`src/rtl/core/aobf_ram.sv`:
```
// generic single-port ram with registered read
module aobf_ram #(
    parameter int WIDTH = 8,
    parameter int DEPTH = 16
) (
    input  logic                     aclk,
    input  logic                     en,
    input  logic                     we,
    input  logic [$clog2(DEPTH)-1:0] addr,
    input  logic [WIDTH-1:0]         wdata,
    output logic [WIDTH-1:0]         rdata
);

    logic [WIDTH-1:0] mem [DEPTH];
    logic [WIDTH-1:0] rdata_reg;

    always_ff @(posedge aclk) begin
        if (en) begin
            if (we) begin
                mem[addr] <= wdata;
            end else begin
                rdata_reg <= mem[addr];
            end
        end
    end

    assign rdata = rdata_reg;

endmodule

```
`config.mk`:
```
export PLATFORM = sky130hd
export DESIGN_NAME = aobf_ram
export DESIGN_NICKNAME = d
export VERILOG_FILES = /design/src/rtl/core/aobf_ram.sv
export SDC_FILE = /design/constraint.sdc
export NUM_CORES = 1
export LEC_CHECK = 0
export BUFFER_PORTS_ARGS = -buffer_cell sky130_fd_sc_hd__buf_2
export CORE_AREA = 3 3 121 135
export DETAILED_ROUTE_END_ITERATION = 10
export DIE_AREA = 0 0 124 138
export PLACE_DENSITY = 0.55
export SLEW_MARGIN = 20
export SYNTH_ARGS = -nofsm -noshare
export SYNTH_HDL_FRONTEND = slang
export SYNTH_SLANG_ARGS = --single-unit
```
`constraint.sdc`:
```
create_clock -name aclk -period 5.2 [get_ports aclk]
set_input_delay 0.26 -clock aclk [delete_from_list [all_inputs] [get_ports aclk]]
set_output_delay 0.26 -clock aclk [all_outputs]
set_load 0.005 [all_outputs]
```
Word-level counts from Yosys, hierarchy flattened
Memories as Yosys holds them, arrays and structs flattened. A register that Yosys moved wholly into a read port is not among the register bits. Cells that the tools add are included.

Multiplexer cells: 3. Bitwise logic cells: 1. Reduce and logical (&&, ||, !) cells: 1.

Operators by type and width (count): $mux W1 (3); $reduce_and A2 Y1 (1); $not A1 Y1 (1).

Memory bits (writable): 128. Memories kept: 1. Register bits after elaboration: 0. Output and inout bits: 8. Input bits: 15.

Memories: mem (depth 16, width 8, read ports 1, clocked after Yosys merged registers in 1, write ports 1, RTL line 14) `logic [WIDTH-1:0] mem [DEPTH];`.

Longest topological paths before layout
Depth after elaboration: 3. Mapped depth: 5. Mapped depth without buffers: 3.

Least setup slack after synthesis
OpenSTA, ideal clock, no wires.

Path type: in2reg. Start: input addr[0]. End: memory mem[0][0], enable pin. Path buffers: 2. Library setup time: 383 ps. Arrival: 1599 ps. Setup slack: 3218 ps. Required time: 4817 ps. Stages: 4. Cell sequence: buf_6 > buf_2 > or3_1 > nor3_1.

RTL lines: start, declared (RTL line 9) `input logic [$clog2(DEPTH)-1:0] addr,`; end, declared (RTL line 14).

No word-level cell before the write port.

==> PnR_summary.wiki <==
{| class="wikitable"
! Metric !! Value
|-
| Classification of the worst-slack hold path || in -> reg
|-
| Sequential fraction of the synthesis area || 78.0%
|-
| Slowest cell delay on critical path || 0.62 ns
|-
| Number of ports placed on the die boundary || 23
|-
| Number of sinks on the clock net || 136
|-
| Mean number of vias per cell || 5.14
|-
| Hold path cells || 1
|-
| Fin crit share || 40.1%
|-
| Height of the chip || 138 µm
|-
| Minimum hold slack || 0.259 ns
|-
| Placeable core region || 15100 µm²
|-
| Maximum number of pins on one net before global-route repair || 37
|-
| Worst setup EP type || flip-flop
|-
| Origin of the critical flop-to-flop path || mem[9][1]
|-
| Number of buffer cells added on primary ports || 22
|-
| Synth Net Count || 249
|-
| Slew margin rel. || 38.1%
|-
| Routability cong. || 0.749
|-
| Capture instance of the worst register-to-register path || rdata[1]
|-
| Final critical delay including setup and external delays || 2.09 ns
|-
| Antenna diode instance count || 0
|-
| Endpoint of the worst hold path || mem[4][3]
|-
| Cells along the critical path || buf_2 -> buf_4 -> mux4_1 -> a22oi_1 -> nand2_1
|-
| Achievable Freq || 0.480 GHz
|-
| Beginning of the worst hold path || wdata[3]
|-
| Later-pin clock latency in the skew report || 0.41 ns
|-
| Die extent in x || 124 µm
|-
| Slowest cell on the critical path || sky130_fd_sc_hd__mux4_1
|-
| Wire length reported by the detailed router || 10600 µm
|-
| Floorplan row count || 47
|-
| Type of element launching the critical path || input port
|-
| HPWL reported at the end of detailed placement || 6680 µm
|-
| Critical path launch point || addr[0]
|-
| FF+latch count, synth || 136
|-
| Buffers inserted by post-CTS timing repair || 0
|-
| Number of iterations in the first detailed-routing pass || 4
|-
| Depth of the worst register-to-register path || 3
|-
| Crit path max fanout || 21
|-
| PostCTS Resize Cnt || 0
|-
| Unrepaired setup endpoints after global routing || false
|-
| Worst path arrival time || 2.24 ns
|-
| Share of layout cells above drive strength 1 || 27.1%
|-
| Worst-Margin Slew || 0.925 ns
|-
| Remaining Overflow, GRT || 0
|-
| Starting DRC count in detailed routing || 251
|-
| Growth of design area from synthesis to finish || 18.3%
|-
| Setup TNS after final layout || 0 ns
|-
| Reg2reg setup slack || 3.60 ns
|-
| Buffer levels on the longest clock path || 2
|-
| Result of the run || completed
|-
| Clock slew at the register clock pins of the worst setup and hold paths || 0.06 ns
|-
| Count of hold-fix buffers inserted at cts || 0
|-
| Library cells used by synthesis || 18
|-
| Wire length of the first global-routing pass || 15800 µm
|-
| CTS tree || yes
|-
| CP required || 5.35 ns
|-
| Max reg flops || 128
|-
| DR DRC count || 0
|-
| Antenna violations before repair || 0
|-
| Starting utilization of the core area || 34.8%
|-
| Net count of the finished layout || 279
|-
| Number of H-tree branching levels || 4
|-
| Cell chosen for the clock root || sky130_fd_sc_hd__clkbuf_16
|-
| Vias in the first global route || 2485
|-
| Cell count after synthesis || 234
|-
| Power density normalized to cell area || 424 nW/µm²
|-
| Final count of hold timing violations || 0
|-
| Max rail drop VDD || 0.000240 V
|-
| Number of buffers inserted during clock tree synthesis || 17
|-
| Synthesized area per cell || 22.4 µm²
|-
| Leakage component of the power || 2.02 nW
|-
| Yosys Warn Count || 0
|-
| Area enclosed by the die boundary || 17100 µm²
|-
| Worst-case clock skew || 0.0118 ns
|-
| Detailed-route wire length per cell || 22.5 µm
|-
| Number of setup violations in the final report || 0
|-
| Routed via count || 2430
|-
| Post-Syn Area || 5240 µm²
|-
| Max-cap violations || 0
|-
| Total global-route track usage || 13.0%
|-
| Count of pins over their slew limit || 0
|-
| Startpoint-to-endpoint class of the critical path || in -> reg
|-
| Number of antenna-violating nets in the routed design || 0
|}
how the worst max path moves through the flow:
stage                            to  slack (ns)
final                      rdata[0]        3.11
after global routing       rdata[0]        2.96
after CTS                  rdata[0]        3.00
after detailed placement   rdata[0]        2.56
after global placement    mem[3][0]        2.36
after floorplan           mem[0][0]        3.22
layout make-up:
| cell class | count | area, µm² |
|---|---|---|
| clock inverter | 15 | 226 |
| fill | 1335 | 8860 |
| clock buffer | 17 | 425 |
| multi-input combinational | 85 | 1090 |
| timing repair buffer | 24 | 125 |
| sequential | 136 | 4080 |
| tap | 196 | 245 |
routing by layer:
metal  vias to the layer above  GRT usage (%)  wire [µm]  part of all wire, %
met1                      1286           18.0       4700                   44
met5                         -              0          0                    0
li1                       1063              -          -                    -
met2                        68           19.8       5240                   49
met4                         0           5.31        172                  1.6
met3                        13           3.35        527                  5.0
placed cells by master (no fill, tap or decap), drive strengths merged:
cell / count
clkinvlp: 3
edfxtp: 136
nor2b: 3
a22oi: 16
nand4b: 2
bufinv: 5
or3: 1
and2: 1
nand2b: 2
nor2: 13
nor3: 4
clkinv: 6
inv: 1
buf: 24
mux4: 32
nand4: 1
clkbuf: 17
nand2: 10
per-stage QoR:
stage / total power, mW / setup WS (ns) / util (%) / cells / area [µm²]
floorplan: 1.31 / 3.22 / - / 234 / 5240
global placement: 1.35 / 2.36 / 36.7 / 441 / 5530
detailed placement: 1.35 / 2.56 / 36.8 / 441 / 5540
CTS: 2.65 / 3.00 / 41.2 / 473 / 6200
global route: 2.71 / 2.96 / 41.2 / 473 / 6200
finish: 2.63 / 3.11 / 41.2 / 473 / 6200
logic make-up (layout without fill, tap and decap cells):
family                 Yosys count  after routing  synth area share, %
AOI/OAI and AO/OA               16             16                 2.29
buffers and inverters           13             56                 1.50
DFF                            136            136                 78.0
muxes                           32             32                 14.9
and+or+nand+nor                 37             37                 3.32
where the power goes:
group	leakage (nW)	total [mW]	internal, mW	switching (mW)
Clock	0.309	1.30	0.852	0.449
Sequential	1.23	1.23	1.22	0.00338
Combinational	0.479	0.100	0.0372	0.0629
Total	2.02	2.63	2.11	0.515
critical path, delay by kind of cell:
| kind | cells | cell delay [ns] |
|---|---|---|
| and+or+nand+nor | 1 | 0.11 |
| AOI/OAI and AO/OA | 1 | 0.33 |
| muxes | 1 | 0.62 |
| buffers and inverters | 2 | 0.90 |
Yosys cell counts:
cell / n / area, µm²
sky130_fd_sc_hd__buf_6: 2 / 22.5
sky130_fd_sc_hd__nand4_1: 1 / 6.26
sky130_fd_sc_hd__buf_1: 2 / 7.51
sky130_fd_sc_hd__buf_8: 1 / 15.0
sky130_fd_sc_hd__a22oi_1: 16 / 120
sky130_fd_sc_hd__nand4b_1: 2 / 17.5
sky130_fd_sc_hd__buf_2: 3 / 15.0
sky130_fd_sc_hd__nor2b_1: 3 / 18.8
sky130_fd_sc_hd__clkbuf_1: 5 / 18.8
sky130_fd_sc_hd__nand2b_1: 2 / 12.5
sky130_fd_sc_hd__nor2_1: 13 / 48.8
sky130_fd_sc_hd__edfxtp_1: 136 / 4080
sky130_fd_sc_hd__mux4_2: 16 / 360
sky130_fd_sc_hd__and2_1: 1 / 6.26
sky130_fd_sc_hd__or3_1: 1 / 6.26
sky130_fd_sc_hd__nor3_1: 4 / 20.0
sky130_fd_sc_hd__nand2_1: 10 / 37.5
sky130_fd_sc_hd__mux4_1: 16 / 420
Power figures use the tool's default switching activity.
