$ cat config.mk
export PLATFORM = sky130hd
export DESIGN_NAME = aobf_out
export DESIGN_NICKNAME = d
export VERILOG_FILES = /design/src/rtl/core/aobf_pkg.sv /design/src/rtl/core/aobf_out.sv
export SDC_FILE = /design/constraint.sdc
export NUM_CORES = 1
export LEC_CHECK = 0
export BUFFER_PORTS_ARGS = -buffer_cell sky130_fd_sc_hd__buf_2
export CAP_MARGIN = 5
export CORE_MARGIN = 1
export CORE_UTILIZATION = 30
export CTS_BUF_LIST = sky130_fd_sc_hd__clkbuf_2
export DETAILED_ROUTE_END_ITERATION = 10
export GPL_TIMING_DRIVEN = 1
export PLACE_DENSITY_LB_ADDON = 0.25
export SYNTH_ARGS = -nofsm -noshare
export SYNTH_HDL_FRONTEND = slang
export SYNTH_SLANG_ARGS = --single-unit
$ cat constraint.sdc
create_clock -name aclk -period 3.1 [get_ports aclk]
set_input_delay 0.155 -clock aclk [delete_from_list [all_inputs] [get_ports aclk]]
set_output_delay 0.155 -clock aclk [all_outputs]
set_load 0.005 [all_outputs]
$ cat src/rtl/core/aobf_pkg.sv
// shared constants, codes and types for the audio output byte fifo
package aobf_pkg;

    localparam int BUFFER_BYTES = 16384;
    localparam int PTR_W        = $clog2(BUFFER_BYTES);
    localparam int CNT_W        = $clog2(BUFFER_BYTES + 1);
    localparam int BYTE_W       = 8;
    localparam int FILL_W       = 15;
    localparam int THR_W        = 15;
    localparam int CMP_W        = (CNT_W > THR_W) ? CNT_W : THR_W;
    localparam int CFG_IDX_W    = 2;
    localparam int CFG_DATA_W   = 15;

    // busy threshold after reset: 5/8 of the buffer
    localparam logic [THR_W-1:0] THRESHOLD_RESET = THR_W'(10240);

    typedef enum logic [1:0] {
        ST_DONE     = 2'd0,
        ST_DROPPED  = 2'd1,
        ST_REFUSED  = 2'd2,
        ST_UNDERRUN = 2'd3
    } status_t;

    typedef enum logic {
        ACT_WRITE = 1'b0,
        ACT_READ  = 1'b1
    } action_t;

    localparam logic [CFG_IDX_W-1:0] CFG_BLOCKING  = CFG_IDX_W'(0);
    localparam logic [CFG_IDX_W-1:0] CFG_THRESHOLD = CFG_IDX_W'(1);

    // result of one transaction, waiting for the memory read data
    typedef struct packed {
        logic              rd_ok;
        status_t           status;
        logic [FILL_W-1:0] fill;
        logic              busy;
    } pend_t;

    // one access to the byte store
    typedef struct packed {
        logic              en;
        logic              we;
        logic [PTR_W-1:0]  addr;
        logic [BYTE_W-1:0] wdata;
    } mem_req_t;

endpackage

$ cat src/rtl/core/aobf_out.sv
// holds the result while the read data comes back, then the output register
module aobf_out (
    input  logic                        aclk,
    input  logic                        aresetn,
    input  logic                        accept,
    input  aobf_pkg::pend_t             res,
    input  logic [aobf_pkg::BYTE_W-1:0] mem_rdata,
    output logic                        s_ready,
    input  logic                        m_ready,
    output logic                        m_valid,
    output logic [aobf_pkg::BYTE_W-1:0] m_read_byte,
    output logic [1:0]                  m_status,
    output logic [aobf_pkg::FILL_W-1:0] m_fill_level,
    output logic                        m_busy_res
);

    logic                        pend_valid_reg, pend_valid_next;
    aobf_pkg::pend_t             pend_reg;
    logic                        out_valid_reg, out_valid_next;
    logic [aobf_pkg::BYTE_W-1:0] out_byte_reg;
    aobf_pkg::status_t           out_status_reg;
    logic [aobf_pkg::FILL_W-1:0] out_fill_reg;
    logic                        out_busy_reg;
    logic                        pend_move;

    assign pend_move = pend_valid_reg && (!out_valid_reg || m_ready);
    // the ram keeps its read data while the pending result is stuck, so hold off new transactions
    assign s_ready   = !pend_valid_reg || pend_move;

    always_comb begin
        pend_valid_next = pend_valid_reg;
        if (accept) begin
            pend_valid_next = 1'b1;
        end else if (pend_move) begin
            pend_valid_next = 1'b0;
        end
        out_valid_next = out_valid_reg;
        if (pend_move) begin
            out_valid_next = 1'b1;
        end else if (m_ready) begin
            out_valid_next = 1'b0;
        end
    end

    always_ff @(posedge aclk) begin
        if (!aresetn) begin
            pend_valid_reg <= 1'b0;
            out_valid_reg  <= 1'b0;
        end else begin
            pend_valid_reg <= pend_valid_next;
            out_valid_reg  <= out_valid_next;
        end
    end

    always_ff @(posedge aclk) begin
        if (accept) begin
            pend_reg <= res;
        end
        if (pend_move) begin
            out_byte_reg   <= pend_reg.rd_ok ? mem_rdata : '0;
            out_status_reg <= pend_reg.status;
            out_fill_reg   <= pend_reg.fill;
            out_busy_reg   <= pend_reg.busy;
        end
    end

    assign m_valid      = out_valid_reg;
    assign m_read_byte  = out_byte_reg;
    assign m_status     = out_status_reg;
    assign m_fill_level = out_fill_reg;
    assign m_busy_res   = out_busy_reg;

    a_stuck_blocks: assert property (@(posedge aclk) disable iff (!aresetn)
        (pend_valid_reg && !pend_move) |-> !s_ready)
        else $error("new transaction taken while read data is held");

    a_zero_byte: assert property (@(posedge aclk) disable iff (!aresetn)
        (out_valid_reg && (out_status_reg != aobf_pkg::ST_DONE)) |-> (out_byte_reg == '0))
        else $error("nonzero byte on a failed transaction");

    a_one_result: assert property (@(posedge aclk) disable iff (!aresetn)
        (accept && !pend_move) |-> !pend_valid_reg)
        else $error("pending result overwritten");

endmodule

# After elaboration in Yosys (flattened, before gate mapping)
# Cells that the tools add are included.
# classes
n_mux	4
n_reduce_logical	7
# ops
op	count
$mux W1	4
$reduce_bool A2 Y1	2
$logic_not A1 Y1	2
$logic_or A1 B1 Y1	2
$logic_and A1 B1 Y1	1
# totals
inputBits	31
out_inout_bits	28
reg_bits	47
elab_cells	21

# Depth between registers and ports, before layout
# Gate-level depths: netlist (run 1).
# logic_depth
depth_word	5
ltp_mapped	2
depth_no_buf	2

# Least setup slack after synthesis (run 1)
# Ideal clock, no wire load.
# synth_path
path_type	register to register
from	register out_valid_reg, in the netlist m_valid
to	register out_busy_reg, in the netlist m_busy_res, enable pin
n_path_buf	0
path_stages_with_launch	3
required_ns	2.688
setup_ns	0.412
period_less_slack_ns	2.069
slack_ns	1.031
arrival_time_ns	1.658
path_cell_list	dfxtp_1 > nor2b_2 > nor2b_1
# synth_between
elab_chain_len	3
# synth_lines
element	line_no	text
start, declared	aobf_out.sv:19	logic out_valid_reg, out_valid_next;
start signal, assigned	aobf_out.sv:51	out_valid_reg <= out_valid_next;
$logic_not A1 Y1	aobf_out.sv:26	assign pend_move = pend_valid_reg && (!out_valid_reg || m_ready);
$logic_or A1 B1 Y1	aobf_out.sv:26	
$logic_and A1 B1 Y1	aobf_out.sv:26	
end signal, assigned	aobf_out.sv:63	out_busy_reg <= pend_reg.busy;
end, declared	aobf_out.sv:23	logic out_busy_reg;
# Every way passes these cells.
# A chain may end at the register's enable or synchronous reset.

# Worst setup path in the final report (run 1)
# layout_path
from	register out_valid_reg, in the netlist m_valid
to	output s_ready
# layout_between
elab_chain_len	4
# layout_lines
element	line_no	text
$logic_not A1 Y1	aobf_out.sv:26	
$logic_or A1 B1 Y1	aobf_out.sv:26	
$logic_and A1 B1 Y1	aobf_out.sv:26	
$logic_or A1 B1 Y1	aobf_out.sv:28	assign s_ready = !pend_valid_reg || pend_move;
end, declared	aobf_out.sv:8	output logic s_ready,
# Every way passes these cells.

==> results.yml, run 1 <==
placement:
  preCtsSetupSlack_ns: 1.86
  place_congestion: 0.700
  io_buffers: 58
  dpl_cell_area_sq_mm: 0.00187
global_routing:
  antenna_found_initial: 0
  grtUsageTotal_pct: 9.58
  grt_max_degree: 27
  grt_pass1_wl_mm: 3.57
  grt_overflow: 0
  grt_pass1_vias: 861
cells_and_area:
  drive_gt1_share_pct: 45.1
  seq_area_sq_mm: 0.00139
  fillerInstances: 469
  syn_to_final_growth_pct: 45.5
  largest_reg_flops: 19
  final_nets: 183
  multi_input_area_sq_um: 93.8
  diodes: 0
  finish.instance_area_sq_mm: 0.00216
drt:
  viasPerCell: 3.89
  detail_route.wl_per_cell_microns: 10.7
  vias: 856
  drc_errors: 0
  ant_nets: 0
  drt_pass1_iterations: 2
  drtIter0Drc: 14
  drt_wl_total_mm: 2.35
clocking:
  clk-insertion-delay-late_ns: 0.38
  clk_path_buf_depth: 2
  path_clk_slew_ns: 0.20
  cts.sinks: 47
  h-tree-depth: 2
  numCtsBuffers: 5
  postCtsHoldBufs: 25
  cts_tree: "yes"
  postCtsResizedCells: 0
  post_cts_buffers: 0
  cts_root_buffer: "clkbuf_2"
pwr:
  ir_drop_mv: 0.272
  p_sw_mw: 0.214
  powerDensity_mw_per_mm2: 496
  swShare_pct: 20.0
  p_leak_nw: 0.855
  pwr-share-clk_pct: 21.8
  internal_power_mw: 0.856
  power_frac_comb_pct: 7.8
  seqPwrFrac_pct: 70.4
logic_synthesis:
  yosysTopAreaCell: "edfxtp_1"
  yosys-mux-area-fraction_pct: 0
  ys_warn_count: 0
  synthTopCellsByArea: "edfxtp_1 (91%), and2_1 (3.8%), dfxtp_1 (2.7%)"
  syn-mean-instance-area_sq_um: 24.3
  ys_ff_latch: 47
  synth_adder_area_share_pct: 0
  syn_area_sq_mm: 0.00148
  synthCells: 61
  ys_seq_area_share_pct: 93.8
  synth_nets: 92
  synth_top_family_by_area: "simple AND/OR/NAND/NOR gates"
  synth_compound_area_share_pct: 1.10
  synth_top_area_share_pct: 91.1
  yosys.area_share.simple_pct: 5.06
  netlist-cell-type-count: 8
  synth_xor_area_share_pct: 0
min_path:
  hold-path-cell-count: 2
  holdCritStartpoint: "mem_rdata[7]"
  hold_path_end: "m_read_byte[7]"
  min_path_type: "in -> reg"
critical_path:
  timing.rr.start: "m_valid"
  path_cells: "nor2b_2 -> nand2_1 -> buf_2"
  critPathBufInv: 1
  r2r-end: "m_fill_level[10]"
  reg2reg_slack_ns: 1.84
  rr_worst_depth: 3
  crit_family: "flip-flops"
  crit_fanout: 4
  endpoint_kind: "primary output"
  critPathKind: "reg -> out"
  required_ns: 2.94
  crit_path_max_incr_delay_ns: 0.37
  worst_path_max_delay_cell: "dfxtp_1"
  crit_arrival_ns: 1.16
  cp-start-kind: "register"
floorplanning:
  fp.dieH_microns: 72.3
  rows: 25
  io_pins: 59
  die_x_microns: 72.3
  core_sq_mm: 0.00475
  dieArea_sq_mm: 0.00523
  start_util_pct: 31.2
sta:
  slew_headroom_pct: 70.4
  min_period_ns: 1.31
  setup_ws_ns: 1.79
  clock_skew_ns: 0.0147
  hold_viol_final: 0
  rsz0062_at_grt: "no"
  fin_crit_sh_pct: 42.4
  drv_slew: 0
  fmax_mhz: 761
  holdWs_ns: 0.0579
  worstMarginPinSlew_ns: 0.444
  setup_tns_ns: 0
  setup_viol: 0
status:
  status: "finished, final reports clean"
job:
  drv_cap: 0
power by group through the flow:
stage	combinational, mW	sequential [mW]	clock [mW]
after CTS	0.0850	0.754	0.250
after global routing	0.0922	0.757	0.268
after floorplan	0.0125	0.769	0
after global placement	0.0594	0.767	0
after detailed placement	0.0608	0.768	0
final	0.0834	0.753	0.233
cell usage after synthesis:
| master | number |
|---|---|
| nor2b_2 | 1 |
| and2_1 | 9 |
| edfxtp_1 | 45 |
| o21a_1 | 1 |
| nand2_1 | 1 |
| a22o_1 | 1 |
| dfxtp_1 | 2 |
| nor2b_1 | 1 |
worst max-delay path by stage:
stage,from,endpoint,slack [ns],depth (start not counted)
finish,m_valid,s_ready,1.79,3
global route,m_valid,s_ready,1.65,3
CTS,m_valid,s_ready,1.73,3
detailed placement,m_valid,m_fill_level[1],1.86,3
global placement,m_valid,m_read_byte[4],1.89,3
floorplan,m_valid,m_busy_res,1.03,2
routing by layer:
layer  wire length (microns)  global-route usage (%)  vias to the layer above
li1                        -                       -                      413
met1                     905                    8.89                      394
met2                    1220                    17.8                       44
met3                     194                    3.33                        5
met4                      28                    5.88                        0
met5                       0                       0                        -
cell type report:
| class | instances | share of cell area [%] |
|---|---|---|
| clock buffer | 7 | 1.62 |
| sequential | 47 | 64.5 |
| multi-input combinational | 14 | 4.35 |
| clock inverter | 1 | 0.232 |
| tap | 67 | 3.89 |
| timing repair buffer | 84 | 25.4 |
cell families (layout without fill, tap and decap cells):
family          Yosys count  count (layout)
flops                    47              47
buf+inv                   0              92
simple gates             12              12
compound gates            2               2
placed cells by master, fill, tap and decap left out, drive strengths merged:
| cell type | count |
|---|---|
| nand2 | 1 |
| dlygate4sd3 | 25 |
| o21a | 1 |
| nor2b | 2 |
| a22o | 1 |
| edfxtp | 45 |
| clkinv | 1 |
| dfxtp | 2 |
| and2 | 9 |
| clkbuf | 7 |
| buf | 59 |
per-stage QoR:
step / std cells / total power, mW / utilization, %
6_report: 220 / 1.07 / 45.4
5_1_grt: 220 / 1.12 / 45.4
4_1_cts: 220 / 1.09 / 45.4
3_5_place_dp: 187 / 0.829 / 39.3
3_3_place_gp: 187 / 0.826 / 39.3
2_1_floorplan: 61 / 0.782 / -
(Power assumes the default switching activity.)
==> inputs of run 2 (changes only) <==
==> constraint.sdc (replaced) <==
create_clock -name aclk -period 1.25 [get_ports aclk]
set_input_delay 0.0625 -clock aclk [delete_from_list [all_inputs] [get_ports aclk]]
set_output_delay 0.0625 -clock aclk [all_outputs]
set_load 0.005 [all_outputs]
==> results.yml, run 2 (synthesis gave the netlist of run 1 again) <==
status:
  status: "finished, final reports clean"
global_routing:
  grtUsageTotal_pct: 10.1
  grtUsageMet3_pct: 4.31
  grt_pass1_vias: 860
  use_met2_pct: 16.3
  grt_overflow: 0
  grt_max_degree: 27
  grt_pass1_wl_mm: 3.80
  antenna_found_initial: 0
  grt_use_met1_pct: 11.9
  top_usage_layer: "met2"
floorplanning:
  die_x_microns: 72.3
  fp.dieH_microns: 72.3
  core_sq_mm: 0.00475
  rows: 25
  dieArea_sq_mm: 0.00523
  io_pins: 59
  start_util_pct: 31.2
placement:
  dpl_cell_area_sq_mm: 0.00189
  place_congestion: 0.600
  io_buffers: 58
drt:
  ant_nets: 0
  drt_pass1_iterations: 4
  drtIter0Drc: 36
  drt_wl_total_mm: 2.63
  vias: 876
  viasPerCell: 3.89
  drc_errors: 0
  detail_route.wl_per_cell_microns: 11.7
critical_path:
  worst_path_max_delay_cell: "dfxtp_2"
  rr_worst_depth: 4
  required_ns: 1.36
  endpoint_kind: "register"
  cp-start-kind: "register"
  timing.rr.start: "m_valid"
  critPathKind: "reg -> reg"
  reg2reg_slack_ns: 0.02
  crit_top_cell: "nor2b_4"
  cp-startpoint: "m_valid"
  crit_path_max_incr_delay_ns: 0.37
  r2r-end: "m_status[1]"
  path_cells: "nor2b_4 -> buf_4 -> nor2b_4 -> buf_12"
  crit_fanout: 26
  crit_arrival_ns: 1.34
clocking:
  h-tree-depth: 2
  clk-insertion-delay-late_ns: 0.39
  path_clk_slew_ns: 0.22
  numCtsBuffers: 5
  cts_root_buffer: "clkbuf_2"
  cts.sinks: 47
  cts_tree: "yes"
  clk_path_buf_depth: 2
pwr:
  ir_drop_mv: 0.631
  powerDensity_mw_per_mm2: 1210
  p_leak_nw: 0.884
cells_and_area:
  largest_reg_flops: 19
  final_cell_mix: "buf_2 (58), edfxtp_1 (45), dlygate4sd3_1 (29), and2_1 (9), clkbuf_2 (7)"
  layout_commonest_cell: "buf_2"
  fillerInstances: 439
  finish.instance_area_sq_mm: 0.00223
  final_nets: 188
  drive_gt1_share_pct: 44.9
  syn_to_final_growth_pct: 50.3
  diodes: 0
min_path:
  min_path_type: "in -> reg"
  hold_path_end: "pend_reg[12]"
  holdCritStartpoint: "accept"
  hold-path-cell-count: 1
sta:
  clock_skew_ns: 0.0185
  fin_crit_sh_pct: 98.0
  worstMarginPinSlew_ns: 0.460
  min_period_ns: 1.23
  fmax_mhz: 816
  holdWs_ns: 0.127
  slew_headroom_pct: 69.4
  drv_slew: 0
  hold_viol_final: 0
  setup_viol: 0
job:
  drv_cap: 0
-- run 2: cell types whose count changed in the layout (fill, tap and decap cells not counted) --
cell and delta:
buf_12 +1, dfxtp_1 -1, dfxtp_2 +1, dlygate4sd3_1 +4, nor2b_2 -2, nor2b_4 +2
-- run 2: worst max-delay path by stage --
stage,to,slack [ns]
floorplan,m_busy_res,-0.004
global placement,m_fill_level[7],0.21
detailed placement,m_fill_level[6],0.19
CTS,s_ready,0.02
global route,s_ready,-0.002
finish,m_status[1],0.02
-- run 2: repair_timing --
item                       4_1_cts  5_1_grt
buffers inserted                 0        1
hold buffers                    29        0
hold endpoints to repair        29        0
gates resized for setup          0        0
setup endpoints to repair        0        1
-- run 2: through the flow --
stage,setup slack (ns),total power [mW],utilization [%],TNS [ns],instances
2_1_floorplan,-0.00403,1.94,-,-0.105,61
3_3_place_gp,0.211,2.06,39.8,0,187
3_5_place_dp,0.185,2.07,39.8,0,187
4_1_cts,0.0204,2.72,46.7,0,224
5_1_grt,-0.00229,2.82,46.9,-0.0141,225
6_report,0.0249,2.70,46.9,0,225
-- run 2: layer usage --
| layer | part of all wire [%] | wire length, microns | up-vias |
|---|---|---|---|
| li1 | - | - | 422 |
| met1 | 45 | 1200 | 397 |
| met2 | 45 | 1170 | 52 |
| met3 | 8.7 | 229 | 5 |
| met4 | 1.3 | 33 | 0 |
| met5 | 0 | 0 | - |
-- run 2: critical path: cells and delay by family, from the launching register on --
kind,cells,cell delay (ns)
and+or+nand+nor,2,0.24
buffers and inverters,2,0.33
DFF,1,0.37
-- run 2: where the power goes --
part	internal (mW)	switching, mW	leakage, nW
clock	0.153	0.443	0.0330
sequential	1.84	0.0265	0.448
combinational	0.144	0.0888	0.404
total	2.14	0.559	0.884
-- run 2: cell type report --
type | count | area [sq um] | share of cell area [%]
flip-flops and latches | 47 | 1390 | 62.5
well taps | 67 | 83.8 | 3.76
repair buffers | 89 | 608 | 27.3
clock inverters | 1 | 5.00 | 0.225
multi-input cells | 14 | 104 | 4.66
clock buffers | 7 | 35.0 | 1.57
