`src/rtl/core/aobf_pkg.sv`:
```
// shared constants, codes and types for the audio output byte fifo
package aobf_pkg;

    localparam int BUFFER_BYTES = 16384;
    localparam int PTR_W        = $clog2(BUFFER_BYTES);
    localparam int CNT_W        = $clog2(BUFFER_BYTES + 1);
    localparam int BYTE_W       = 8;
    localparam int FILL_W       = 15;
    localparam int THR_W        = 15;
    localparam int CMP_W        = (CNT_W > THR_W) ? CNT_W : THR_W;
    localparam int CFG_IDX_W    = 2;
    localparam int CFG_DATA_W   = 15;

    // busy threshold after reset: 5/8 of the buffer
    localparam logic [THR_W-1:0] THRESHOLD_RESET = THR_W'(10240);

    typedef enum logic [1:0] {
        ST_DONE     = 2'd0,
        ST_DROPPED  = 2'd1,
        ST_REFUSED  = 2'd2,
        ST_UNDERRUN = 2'd3
    } status_t;

    typedef enum logic {
        ACT_WRITE = 1'b0,
        ACT_READ  = 1'b1
    } action_t;

    localparam logic [CFG_IDX_W-1:0] CFG_BLOCKING  = CFG_IDX_W'(0);
    localparam logic [CFG_IDX_W-1:0] CFG_THRESHOLD = CFG_IDX_W'(1);

    // result of one transaction, waiting for the memory read data
    typedef struct packed {
        logic              rd_ok;
        status_t           status;
        logic [FILL_W-1:0] fill;
        logic              busy;
    } pend_t;

    // one access to the byte store
    typedef struct packed {
        logic              en;
        logic              we;
        logic [PTR_W-1:0]  addr;
        logic [BYTE_W-1:0] wdata;
    } mem_req_t;

endpackage

```
`src/rtl/core/aobf_ctrl.sv`:
```
// pointer, fill count and config registers; issues at most one byte store access per transaction
module aobf_ctrl (
    input  logic                                aclk,
    input  logic                                aresetn,
    input  logic                                accept,
    input  logic                                action,
    input  logic [aobf_pkg::BYTE_W-1:0]         write_byte,
    input  logic                                cfg_we,
    input  logic [aobf_pkg::CFG_IDX_W-1:0]      cfg_index,
    input  logic [aobf_pkg::CFG_DATA_W-1:0]     cfg_wdata,
    output aobf_pkg::mem_req_t                  mem_req,
    output aobf_pkg::pend_t                     res
);

    logic [aobf_pkg::PTR_W-1:0] rd_ptr_reg, rd_ptr_next;
    logic [aobf_pkg::PTR_W-1:0] wr_ptr_reg, wr_ptr_next;
    logic [aobf_pkg::CNT_W-1:0] count_reg, count_next;
    logic                       blocking_reg;
    logic [aobf_pkg::THR_W-1:0] thr_reg;

    logic                       full, empty;
    logic                       do_write, do_read;
    logic [aobf_pkg::CMP_W-1:0] room;
    aobf_pkg::status_t          status;

    assign full  = (count_reg >= aobf_pkg::CNT_W'(aobf_pkg::BUFFER_BYTES));
    assign empty = (count_reg == '0);

    assign do_write = accept && (action == aobf_pkg::ACT_WRITE) && !full;
    assign do_read  = accept && (action == aobf_pkg::ACT_READ) && !empty;

    always_comb begin
        rd_ptr_next = rd_ptr_reg;
        wr_ptr_next = wr_ptr_reg;
        count_next  = count_reg;
        if (do_write) begin
            wr_ptr_next = (wr_ptr_reg == aobf_pkg::PTR_W'(aobf_pkg::BUFFER_BYTES - 1))
                        ? '0 : wr_ptr_reg + 1'b1;
            count_next  = count_reg + 1'b1;
        end
        if (do_read) begin
            rd_ptr_next = (rd_ptr_reg == aobf_pkg::PTR_W'(aobf_pkg::BUFFER_BYTES - 1))
                        ? '0 : rd_ptr_reg + 1'b1;
            count_next  = count_reg - 1'b1;
        end
    end

    always_comb begin
        status = aobf_pkg::ST_DONE;
        if (action == aobf_pkg::ACT_WRITE) begin
            if (full) begin
                status = blocking_reg ? aobf_pkg::ST_REFUSED : aobf_pkg::ST_DROPPED;
            end
        end else begin
            if (empty) begin
                status = aobf_pkg::ST_UNDERRUN;
            end
        end
    end

    assign room = aobf_pkg::CMP_W'(aobf_pkg::BUFFER_BYTES) - aobf_pkg::CMP_W'(count_next);

    assign res.rd_ok  = do_read;
    assign res.status = status;
    assign res.fill   = aobf_pkg::FILL_W'(count_next);
    assign res.busy   = (room < aobf_pkg::CMP_W'(thr_reg));

    assign mem_req.en    = do_write || do_read;
    assign mem_req.we    = do_write;
    assign mem_req.addr  = do_write ? wr_ptr_reg : rd_ptr_reg;
    assign mem_req.wdata = write_byte;

    always_ff @(posedge aclk) begin
        if (!aresetn) begin
            rd_ptr_reg   <= '0;
            wr_ptr_reg   <= '0;
            count_reg    <= '0;
            blocking_reg <= 1'b0;
            thr_reg      <= aobf_pkg::THRESHOLD_RESET;
        end else begin
            rd_ptr_reg <= rd_ptr_next;
            wr_ptr_reg <= wr_ptr_next;
            count_reg  <= count_next;
            if (cfg_we && (cfg_index == aobf_pkg::CFG_BLOCKING)) begin
                blocking_reg <= cfg_wdata[0];
            end
            if (cfg_we && (cfg_index == aobf_pkg::CFG_THRESHOLD)) begin
                thr_reg <= aobf_pkg::THR_W'(cfg_wdata);
            end
        end
    end

    a_count_bound: assert property (@(posedge aclk) disable iff (!aresetn)
        count_reg <= aobf_pkg::CNT_W'(aobf_pkg::BUFFER_BYTES))
        else $error("fill count above buffer size");

    a_empty_ptrs: assert property (@(posedge aclk) disable iff (!aresetn)
        (count_reg == '0) |-> (rd_ptr_reg == wr_ptr_reg))
        else $error("empty buffer with unequal pointers");

    a_full_hold: assert property (@(posedge aclk) disable iff (!aresetn)
        (accept && full && (action == aobf_pkg::ACT_WRITE)) |=>
        ($stable(count_reg) && $stable(wr_ptr_reg)))
        else $error("state changed on a write into a full buffer");

endmodule

```
`config.mk`:
```
export PLATFORM = sky130hd
export DESIGN_NAME = aobf_ctrl
export DESIGN_NICKNAME = d
export VERILOG_FILES = /design/src/rtl/core/aobf_pkg.sv /design/src/rtl/core/aobf_ctrl.sv
export SDC_FILE = /design/constraint.sdc
export NUM_CORES = 1
export LEC_CHECK = 0
export ABC_CLOCK_PERIOD_IN_PS = 5800
export BUFFER_PORTS_ARGS = -buffer_cell sky130_fd_sc_hd__buf_2
export CAP_MARGIN = 5
export CORE_AREA = 2 2 73 103
export CTS_CLUSTER_SIZE = 28
export DETAILED_ROUTE_END_ITERATION = 12
export DIE_AREA = 0 0 75 105
export PLACE_DENSITY = 0.88
export SYNTH_ARGS = -nofsm -noshare
export SYNTH_HDL_FRONTEND = slang
export SYNTH_SLANG_ARGS = --single-unit
```
`constraint.sdc`:
```
create_clock -name aclk -period 5.8 [get_ports aclk]
set_clock_uncertainty 0.2 [all_clocks]
set_input_delay 1.16 -clock aclk [delete_from_list [all_inputs] [get_ports aclk]]
set_output_delay 1.16 -clock aclk [all_outputs]
set_load 0.005 [all_outputs]
```
=== After elaboration in Yosys (flattened, before gate mapping) ===
Index checks and enable logic that the tools add are counted.

* Flip-flop bits (word level): 59
* Bits in latches: 0
* Memory bits (writable): 0
* Bits in read-only memories: 0
* Bits of input ports: 30
* Word-level logic and storage cells: 36
* Memories: 0

* Add/sub/neg operators: 5
* $mul: 0
* Divide/modulo/power cells: 0
* $lt $le $gt $ge: 2
* Equality and inequality tests: 3
* Shift operators: 0
* Mux-type cells: 9
* Bitwise operators: 1
* Reductions and logical operators: 11

{| class="wikitable"
|+ Operator list
! operator !! number
|-
| two-way mux 14 bit || 3
|-
| two-way mux 15 bit || 2
|-
| adder 14 x 1 -> 14 bit (second input constant) || 2
|-
| == test 14 bit (second input constant) || 2
|-
| adder 15 x 1 -> 15 bit (second input constant) || 1
|-
| greater-or-equal comparator 15 bit (second input constant) || 1
|-
| logical NOT 15 bit || 1
|-
| less-than comparator 15 bit || 1
|-
| subtractor 15 x 1 -> 15 bit (second input constant) || 1
|-
| subtractor 15 bit (first input constant) || 1
|-
| two-way mux 2 bit || 4
|-
| logical AND 1 bit || 6
|-
| == test 2 x 1 -> 1 bit (second input constant) || 1
|-
| logical NOT 1 bit || 2
|-
| logical NOT 2 bit || 1
|-
| logical OR 1 bit || 1
|-
| NOT 1 bit || 1
|}

=== Longest topological paths before layout ===
Gate-level depths: netlist of run 1.

* Depth after elaboration: 7
* Depth in mapped cells: 21

=== Worst setup path after synthesis of run 1 ===
Ideal clock, no wire load.

* Path type: input to output
* Start: input action
* End: output res[0] in the netlist's numbering
* Arrival: 3.909 ns
* Data required time: 4.440 ns
* Setup slack: 0.531 ns
* Stages on the path: 18
* Buffers on the path: 2
* Cells stage by stage: buf_2 nand2_1 clkbuf_1 nor4b_1 a22oi_1 xnor2_1 nor3_1 nand3_1 xor2_1 ha_1 a21o_1 a21oi_1 nor2b_1 o21ai_0 nand2b_1 a21oi_1 o221ai_1 a21oi_1

{| class="wikitable"
|+ RTL lines
! what !! RTL line !! RTL
|-
| start, declared || aobf_ctrl.sv:6 || <nowiki>input logic action,</nowiki>
|-
| end, declared || aobf_ctrl.sv:12 || <nowiki>output aobf_pkg::pend_t res</nowiki>
|}

==> flow_summary.yaml, run 1 <==
run_status:
  status: "completed"
drt:
  vias: 3366
  ant_nets: 0
  drt-initial-drc-count: 167
  wl_per_cell_um: 14.8
  viasPerCell: 5.47
  drt-total-wl_mm: 9.11
  drt-pass1-iter-count: 4
  drcViolationCount: 0
setup_path:
  crit_chain: "buf_2 -> nor3b_4 -> and3_4 -> a22oi_1 -> xnor2_1 -> buf_4 -> and2b_2 -> nand3b_1 -> xor2_1 -> ha_1 -> a21oi_1 -> nor2b_1 -> o21ai_1 -> nand2b_1 -> a21oi_2 -> o221ai_1 -> a21oi_1 -> buf_2"
  critPathRequiredTime_ns: 4.44
  crit_path_end_kind: "primary output"
  arrival_ns: 4.30
  slowest_delay_ns: 0.32
  r2r-start: "count_reg[1]$_SDFF_PN0_"
  start_kind: "input pin"
  reg2reg_slack_ns: 2.96
  worstRegToRegCells: 13
  worstSetupPathType: "input pin to primary output"
  cp_slowest_cell: "xnor2_1"
  r2r_end: "rd_ptr_reg[11]$_SDFFE_PN0N_"
  path_max_fanout: 7
logic_synthesis:
  synthMuxAreaShare: 0.0475
  synth_top_area_frac: 0.316
  synth_cell_type_count: 57
  ys_seq_elements: 59
  synth_nets: 507
  synth-xor-area-share: 0.109
  yosysMostFrequentCell: "dfxtp_1"
  syn_area_um2: 3740
  synth_top_area_cell: "dfxtp_1"
  avgSynthCellArea_um2: 8.19
  yosys-top-cells-count: "59 x dfxtp_1, 56 x nand2_1, 44 x nor2_1"
  yosysSeqAreaShare: 0.316
  synth-simple-area-share: 0.294
  yosysWarnings: 0
  synthFlopType: "dfxtp_1"
  synth_top_family_by_area: "simple AND/OR/NAND/NOR gates"
  synth_area_leaders: "dfxtp_1 32%, ha_1 6.7%, nand2_1 5.6%"
  async_flop_share: 0
  synth_compound_area_frac: 0.0990
  synth_fa_ha_area_frac: 0.0669
  synth_edf_count: 0
  synthCells: 457
grt:
  grt_pass1_wl_mm: 14.3
  grt_antenna_before_repair: 0
  grt_pass1_vias: 3147
  overflow: 0
  grt_max_degree: 28
  grtUsageTotal: 0.235
die:
  dieWidth_um: 75
  boundaryPins: 73
  die-area_um2: 7880
  rows: 36
  coreArea_um2: 6890
  die_y_um: 105
  start_util: 0.543
final_layout:
  fin_nets: 565
  num-fill-cells: 537
  syn2layout_area_growth_pct: 17.9
  layout-drive-gt1-share: 0.263
  layoutNonFillerInstCount: 615
  post-route-util: 0.640
  insertedDiodeCount: 0
sta:
  slew_headroom: 0.463
  hold_violations: 0
  report.final.slew_viol_count: 0
  timing.hold.ws_ns: 0.254
  max_freq_ghz: 0.177
  fin_crit_sh: 0.977
  setup_violations: 0
  fin_crit_ns: 5.66
  finalSetupTns_ns: 0
  worstMarginPinSlew_ns: 0.801
pwr:
  p_seq_frac: 0.201
  pwr-share-comb: 0.678
  p_total_mw: 2.83
  clkPwrFrac: 0.121
  sw_frac_of_total: 0.456
  ir_drop_mv: 0.325
  switchingPower_mw: 1.29
  powerDensity_nw_per_um2: 642
  p_leak_nw: 1.80
  internal_power_mw: 1.54
hold_path:
  hold_path_depth: 2
  worstHoldStart: "thr_reg[8]$_SDFFE_PN0P_"
  worstHoldPathType: "register to register"
  worstHoldEndpoint: "thr_reg[8]$_SDFFE_PN0P_"
run:
  maxCapViolations: 0
cts:
  insertion_delay_ns: 0.35
  cts_root_buffer: "clkbuf_8"
  cts_tree: "done"
  clock-sinks: 59
  hold_buffers: 0
  clockBufferDepth: 2
  cts_inserted_buffers: 9
  clk_pin_slew_ns: 0.06
  cts_htree_levels: 3
placed_design:
  dp_hpwl_mm: 6.64
  dpl.cell_count: 592
  gp_congestion: 0.895
  port_buffers: 56
-- critical path, delay by kind of cell --
| kind | cells | cell delay, ns |
|---|---|---|
| compound gates | 6 | 0.81 |
| xor+xnor | 2 | 0.54 |
| fa+ha+maj | 1 | 0.28 |
| buf+inv | 3 | 0.50 |
| simple gates | 6 | 1.02 |
-- worst max-delay path by stage --
stage                   to               startpoint  slack [ns]  depth (start not counted)
finish              res[0]                   accept        0.14                         18
global route        res[0]  count_reg[1]$_SDFF_PN0_       -0.05                         20
CTS                 res[0]                   action       0.002                         18
detailed placement  res[0]                   action        0.05                         18
global placement    res[0]                   action        0.26                         18
floorplan           res[0]                   action        0.53                         18
-- power groups by stage --
stage	Clock, mW	Combinational, mW	Sequential [mW]
after global placement	0	1.60	0.563
final	0.342	1.92	0.569
after floorplan	0	1.23	0.510
after CTS	0.346	1.69	0.558
after global routing	0.363	2.12	0.578
after detailed placement	0	1.66	0.566
-- through the flow --
step	setup WS, ns	cell area (µm²)
global placement	0.262	4070
floorplan	0.531	3740
global route	-0.0495	4410
detailed placement	0.0465	4070
finish	0.135	4410
CTS	0.00223	4250
-- timing repair --
action                     CTS  global route
pin swaps                    0             4
setup endpoints to repair    1             1
buffers inserted             0             7
gates cloned                 0             0
resized for setup            1            26
-- area by class of cell --
cell class                 count  area [µm²]  share of cell area
clock buffer                  12         155              0.0352
clock inverter                 4        25.0             0.00567
sequential                    59        1180               0.268
multi-input combinational    345        2410               0.547
tap                           95         119              0.0270
timing repair buffer          74         419              0.0950
inverter                      26        97.6              0.0221
-- routing by layer --
layer  share of wire  up-vias  GRT usage
li1                -     1683          -
met1            0.41     1560      0.280
met2            0.50       94      0.366
met3           0.045       29     0.0579
met4           0.041        0      0.145
met5               0        -          0
-- cell families (layout without fill, tap and decap cells) --
logic type,after synthesis,in the layout
AOI/OAI and AO/OA,63,63
xor gates and xnor gates,45,45
adders and majority gates,20,20
buffers and inverters,53,116
DFF,59,59
muxes,16,16
and+or+nand+nor,201,201
-- cells in the final DEF, fill, tap and decap left out, types with 14 or more instances in the layout --
cell     synthesis  layout
buf_2            4      56
nand3_1         16      16
buf_4           11      17
dfxtp_1         59      58
xnor2_1         21      20
ha_1            20      18
nor2_1          44      44
nand2_1         56      56
xor2_1          22      22
inv_1           24      22
mux2_2          14      14
a21oi_1         30      27
Power figures use the tool's default switching activity.
==> inputs of run 2 (changes only) <==
--- a/config.mk
+++ b/config.mk
@@ -12,7 +12,7 @@
 export CTS_CLUSTER_SIZE = 28
 export DETAILED_ROUTE_END_ITERATION = 12
 export DIE_AREA = 0 0 75 105
-export PLACE_DENSITY = 0.88
+export PLACE_DENSITY = 0.84
 export SYNTH_ARGS = -nofsm -noshare
 export SYNTH_HDL_FRONTEND = slang
 export SYNTH_SLANG_ARGS = --single-unit
==> run 2 against run 1 <==
Net effect:
- critical path type unchanged
- routed wire length up 3.1%
- worst setup slack better by 0.064 ns
- largest power group unchanged
- combinational power about the same
- sequential share of layout area down 0.46 points
- clock-buffer cell count down 3
- sequential cell count unchanged
- total power up 1.8%
- via count up 1.4%
- worst hold slack better by 0.0041 ns
- clock power up 19%
- first-iteration DRC count down 1.2%
==> flow_summary.yaml, run 2 (synthesis gave the netlist of run 1 again) <==
placed_design:
  port_buffers: 56
  dp_hpwl_mm: 6.71
  dpl.cell_count: 591
  post_dp_cell_area_um2: 4060
  gp_congestion: 0.885
setup_path:
  r2r_end: "wr_ptr_reg[6]$_SDFFE_PN0N_"
  arrival_ns: 4.24
  path_max_fanout: 7
  r2r-start: "count_reg[14]$_SDFF_PN0_"
  worstRegToRegCells: 7
  worstSetupPathType: "input pin to primary output"
  crit_path_end_kind: "primary output"
  reg2reg_slack_ns: 2.82
  start_kind: "input pin"
  critPathRequiredTime_ns: 4.44
sta:
  hold_violations: 0
  fin_crit_sh: 0.966
  max_freq_ghz: 0.179
  report.final.slew_viol_count: 0
  slew_headroom: 0.239
  worstMarginPinSlew_ns: 1.13
  fin_crit_ns: 5.60
  setup_violations: 0
cts:
  insertion_delay_ns: 0.35
  cts_htree_levels: 3
  hold_buffers: 0
  cts_inserted_buffers: 9
  clockBufferDepth: 2
  cts_tree: "done"
  cts_root_buffer: "clkbuf_8"
  clk_pin_slew_ns: 0.06
  clock-sinks: 59
drt:
  drt-initial-drc-count: 165
  wl_per_cell_um: 15.2
  vias: 3413
  ant_nets: 0
  drt-pass1-iter-count: 5
  drcViolationCount: 0
  drt-total-wl_mm: 9.40
  viasPerCell: 5.50
grt:
  grt_max_degree: 28
  overflow: 0
  grtUsageTotal: 0.242
  grt_pass1_wl_mm: 14.9
  grt_pass1_vias: 3273
  grt_antenna_before_repair: 0
die:
  start_util: 0.543
  dieWidth_um: 75
  die-area_um2: 7880
  boundaryPins: 73
  die_y_um: 105
  coreArea_um2: 6890
  rows: 36
final_layout:
  layout-drive-gt1-share: 0.263
  fin_area_um2: 4480
  syn2layout_area_growth_pct: 19.8
  layoutNonFillerInstCount: 620
  fin_nets: 570
  insertedDiodeCount: 0
  final_common_cell: "dfxtp_1"
  post-route-util: 0.651
  final_cell_mix: "59 x dfxtp_1, 57 x buf_2, 56 x nand2_1"
hold_path:
  worstHoldPathType: "register to register"
  worstHoldEndpoint: "thr_reg[2]$_SDFFE_PN0P_"
  worstHoldStart: "thr_reg[2]$_SDFFE_PN0P_"
  hold_path_depth: 2
pwr:
  powerDensity_nw_per_um2: 643
  ir_drop_mv: 0.397
  p_leak_nw: 1.86
run_status:
  status: "completed"
run:
  maxCapViolations: 0
==> run 2: worst max-delay path by stage <==
stage	slack [ns]	startpoint	endpoint	cells past startpoint
floorplan	0.53	action	res[0]	18
global placement	0.25	action	res[0]	18
detailed placement	0.18	action	res[0]	19
CTS	0.03	count_reg[0]$_SDFF_PN0_	res[0]	20
global route	-0.09	action	res[0]	18
finish	0.20	accept	res[0]	18
==> run 2: layout make-up <==
| cell class | instances | area [µm²] |
|---|---|---|
| multi-input combinational | 345 | 2410 |
| fill | 554 | 2410 |
| sequential | 59 | 1180 |
| timing repair buffer | 79 | 454 |
| clock buffer | 9 | 124 |
| tap | 95 | 119 |
| inverter | 26 | 97.6 |
| clock inverter | 7 | 92.6 |
==> run 2: through the flow <==
stage          setup WS [ns]  TNS [ns]  power [mW]  hold slack (ns)
6_report               0.200         0        2.88            0.258
3_3_place_gp           0.248         0        2.17            0.244
2_1_floorplan          0.531         0        1.74            0.236
3_5_place_dp           0.184         0        2.21            0.251
4_1_cts               0.0265         0        2.63            0.259
5_1_grt              -0.0860   -0.0860        3.12            0.277
==> run 2: what timing repair did <==
action,CTS,global route
setup buffers,0,12
gates resized for setup,0,21
endpoints found under the hold margin,0,0
endpoints found under the setup margin,0,1
==> run 2: worst max-delay path, cell delays in order <==
cell and delay [ns]:
buf_2 0.16, nor3b_4 0.28, and3_4 0.25, a22oi_1 0.12
xnor2_2 0.34, buf_4 0.19, and2b_2 0.24, nand3b_1 0.10
xor2_1 0.19, ha_1 0.28, a21oi_1 0.13, nor2b_1 0.05
o21ai_0 0.15, nand2b_1 0.07, a21oi_1 0.14, o221ai_1 0.14
a21oi_1 0.12, buf_2 0.12
==> run 2: metal layers <==
| layer | GRT usage | up-vias | wire length [µm] | share of wire |
|---|---|---|---|---|
| met3 | 0.0694 | 25 | 383 | 0.041 |
| met2 | 0.384 | 88 | 4710 | 0.50 |
| met1 | 0.287 | 1602 | 3970 | 0.42 |
| li1 | - | 1698 | - | - |
| met5 | 0 | - | 0 | 0 |
| met4 | 0.125 | 0 | 339 | 0.036 |
==> run 2: report_power, final <==
| part | internal (mW) | switching [mW] |
|---|---|---|
| Combinational | 0.912 | 0.992 |
| Sequential | 0.456 | 0.117 |
| Clock | 0.240 | 0.166 |
| Total | 1.61 | 1.27 |
==> inputs of run 3 (changes only) <==
--- a/config.mk
+++ b/config.mk
@@ -8,10 +8,10 @@
 export ABC_CLOCK_PERIOD_IN_PS = 5800
 export BUFFER_PORTS_ARGS = -buffer_cell sky130_fd_sc_hd__buf_2
 export CAP_MARGIN = 5
-export CORE_AREA = 2 2 73 103
+export CORE_AREA = 5 5 76 106
 export CTS_CLUSTER_SIZE = 28
 export DETAILED_ROUTE_END_ITERATION = 12
-export DIE_AREA = 0 0 75 105
+export DIE_AREA = 0 0 81 111
 export PLACE_DENSITY = 0.84
 export SYNTH_ARGS = -nofsm -noshare
 export SYNTH_HDL_FRONTEND = slang
==> run 3 against run 2 <==
Net effect:
- worst hold slack got worse by 0.0029 ns
- clock power is 22% lower
- design area fell by 3.0%
- critical path depth increased by 2
- cell count is 1.8% lower
==> flow_summary.yaml, run 3 (synthesis gave the netlist of run 1 again) <==
die:
  start_util: 0.539
  die-area_um2: 8990
  die_y_um: 111
  coreArea_um2: 6940
  rows: 36
  boundaryPins: 73
  dieWidth_um: 81
sta:
  max_freq_ghz: 0.179
  worst_slack_ns: 0.212
  worstMarginPinSlew_ns: 1.11
  report.final.slew_viol_count: 0
  hold_violations: 0
  fin_crit_ns: 5.59
  slew_headroom: 0.249
  fin_crit_sh: 0.963
  setup_violations: 0
setup_path:
  path_max_fanout: 6
  reg2reg_slack_ns: 2.90
  r2r-start: "count_reg[0]$_SDFF_PN0_"
  crit_path_end_kind: "primary output"
  worstRegToRegCells: 12
  start_kind: "register"
  r2r_end: "rd_ptr_reg[3]$_SDFFE_PN0N_"
  worstSetupPathType: "register to primary output"
  arrival_ns: 4.23
  critPathRequiredTime_ns: 4.44
placed_design:
  port_buffers: 56
  dpl.cell_count: 592
  gp_congestion: 0.972
  dp_hpwl_mm: 6.67
  post_dp_cell_area_um2: 4070
  dp_slack_ns: 0.174
pwr:
  powerDensity_nw_per_um2: 621
  ir_drop_mv: 0.312
  p_leak_nw: 1.79
grt:
  grt_max_degree: 28
  grt-busiest-layer: "met2"
  grtUsageTotal: 0.201
  overflow: 0
  grt_pass1_vias: 3207
  met3_usage: 0.0333
  grt.met1_usage: 0.234
  grt_antenna_before_repair: 0
  met2_usage: 0.331
  grt_pass1_wl_mm: 14.4
run_status:
  status: "completed"
final_layout:
  seq_area_um2: 1180
  layout-drive-gt1-share: 0.247
  num-fill-cells: 621
  fin_nets: 561
  final_common_cell: "dfxtp_1"
  syn2layout_area_growth_pct: 16.2
  layoutNonFillerInstCount: 609
  multiInputGateArea_um2: 2400
  fin_area_um2: 4350
  post-route-util: 0.627
  final_cell_mix: "59 x dfxtp_1, 56 x buf_2, 55 x nand2_1"
  insertedDiodeCount: 0
drt:
  drcViolationCount: 0
  drt-initial-drc-count: 146
  vias: 3322
  viasPerCell: 5.45
  drt-pass1-iter-count: 4
  drt-total-wl_mm: 8.82
  wl_per_cell_um: 14.5
  ant_nets: 0
hold_path:
  hold_path_depth: 2
  worstHoldEndpoint: "thr_reg[9]$_SDFFE_PN0P_"
  worstHoldStart: "thr_reg[9]$_SDFFE_PN0P_"
  worstHoldPathType: "register to register"
cts:
  cts_inserted_buffers: 9
  cts_htree_levels: 3
  cts_root_buffer: "clkbuf_8"
  clockBufferDepth: 2
  cts_tree: "done"
  clock-sinks: 59
  clk_pin_slew_ns: 0.06
  insertion_delay_ns: 0.33
run:
  maxCapViolations: 0
run 3: where the power goes:
part | total (mW) | leakage, nW | switching, mW | internal, mW
Combinational | 1.81 | 1.23 | 0.966 | 0.848
Clock | 0.317 | 0.0908 | 0.146 | 0.171
Sequential | 0.568 | 0.478 | 0.111 | 0.457
Total | 2.70 | 1.79 | 1.22 | 1.48
run 3: layout make-up:
class,count,share of cell area
flip-flops and latches,59,0.272
clock inverters,3,0.00345
repair buffers,70,0.0886
well taps,95,0.0273
inverters,26,0.0224
clock buffers,11,0.0348
multi-input cells,345,0.552
run 3: timing repair:
action                                  4_1_cts  5_1_grt
hold buffers                                  0        0
endpoints found under the setup margin        0        1
setup buffers                                 0        3
gates resized for setup                       0       18
run 3: worst max-delay path: stages, from the launching register on:
cell and delay [ns]:
dfxtp_1 0.37, inv_1 0.11, ha_1 0.21, nor3b_4 0.29, and4_4 0.33, a21oi_2 0.11
xnor2_2 0.29, buf_4 0.17, ha_1 0.25, nand3_1 0.12, xor2_1 0.17, ha_1 0.30
a21o_1 0.20, a21oi_2 0.13, nor2b_1 0.05, o21ai_0 0.15, nand2b_1 0.08, a21oi_1 0.16
o221ai_1 0.14, a21oi_1 0.13, buf_2 0.13
run 3: per-layer routing:
metal,vias up,share of wire
met5,-,0
met4,0,0.030
met3,22,0.041
met2,80,0.50
met1,1543,0.42
li1,1677,-
run 3: worst max-delay path by stage:
stage                     cells past startpoint  slack [ns]                     from      to
after floorplan                              18        0.53                   action  res[0]
after global placement                       18        0.24                   action  res[0]
after detailed placement                     18        0.17                   action  res[0]
after CTS                                    19        0.10  count_reg[0]$_SDFF_PN0_  res[0]
after global routing                         20       -0.05  count_reg[0]$_SDFF_PN0_  res[0]
final                                        20        0.21  count_reg[0]$_SDFF_PN0_  res[0]
run 3: per-stage QoR:
stage	power, mW	setup TNS (ns)	hold slack (ns)
4_1_cts	2.57	0	0.255
3_3_place_gp	2.18	0	0.245
5_1_grt	2.92	-0.0479	0.273
2_1_floorplan	1.74	0	0.236
3_5_place_dp	2.24	0	0.247
6_report	2.70	0	0.256
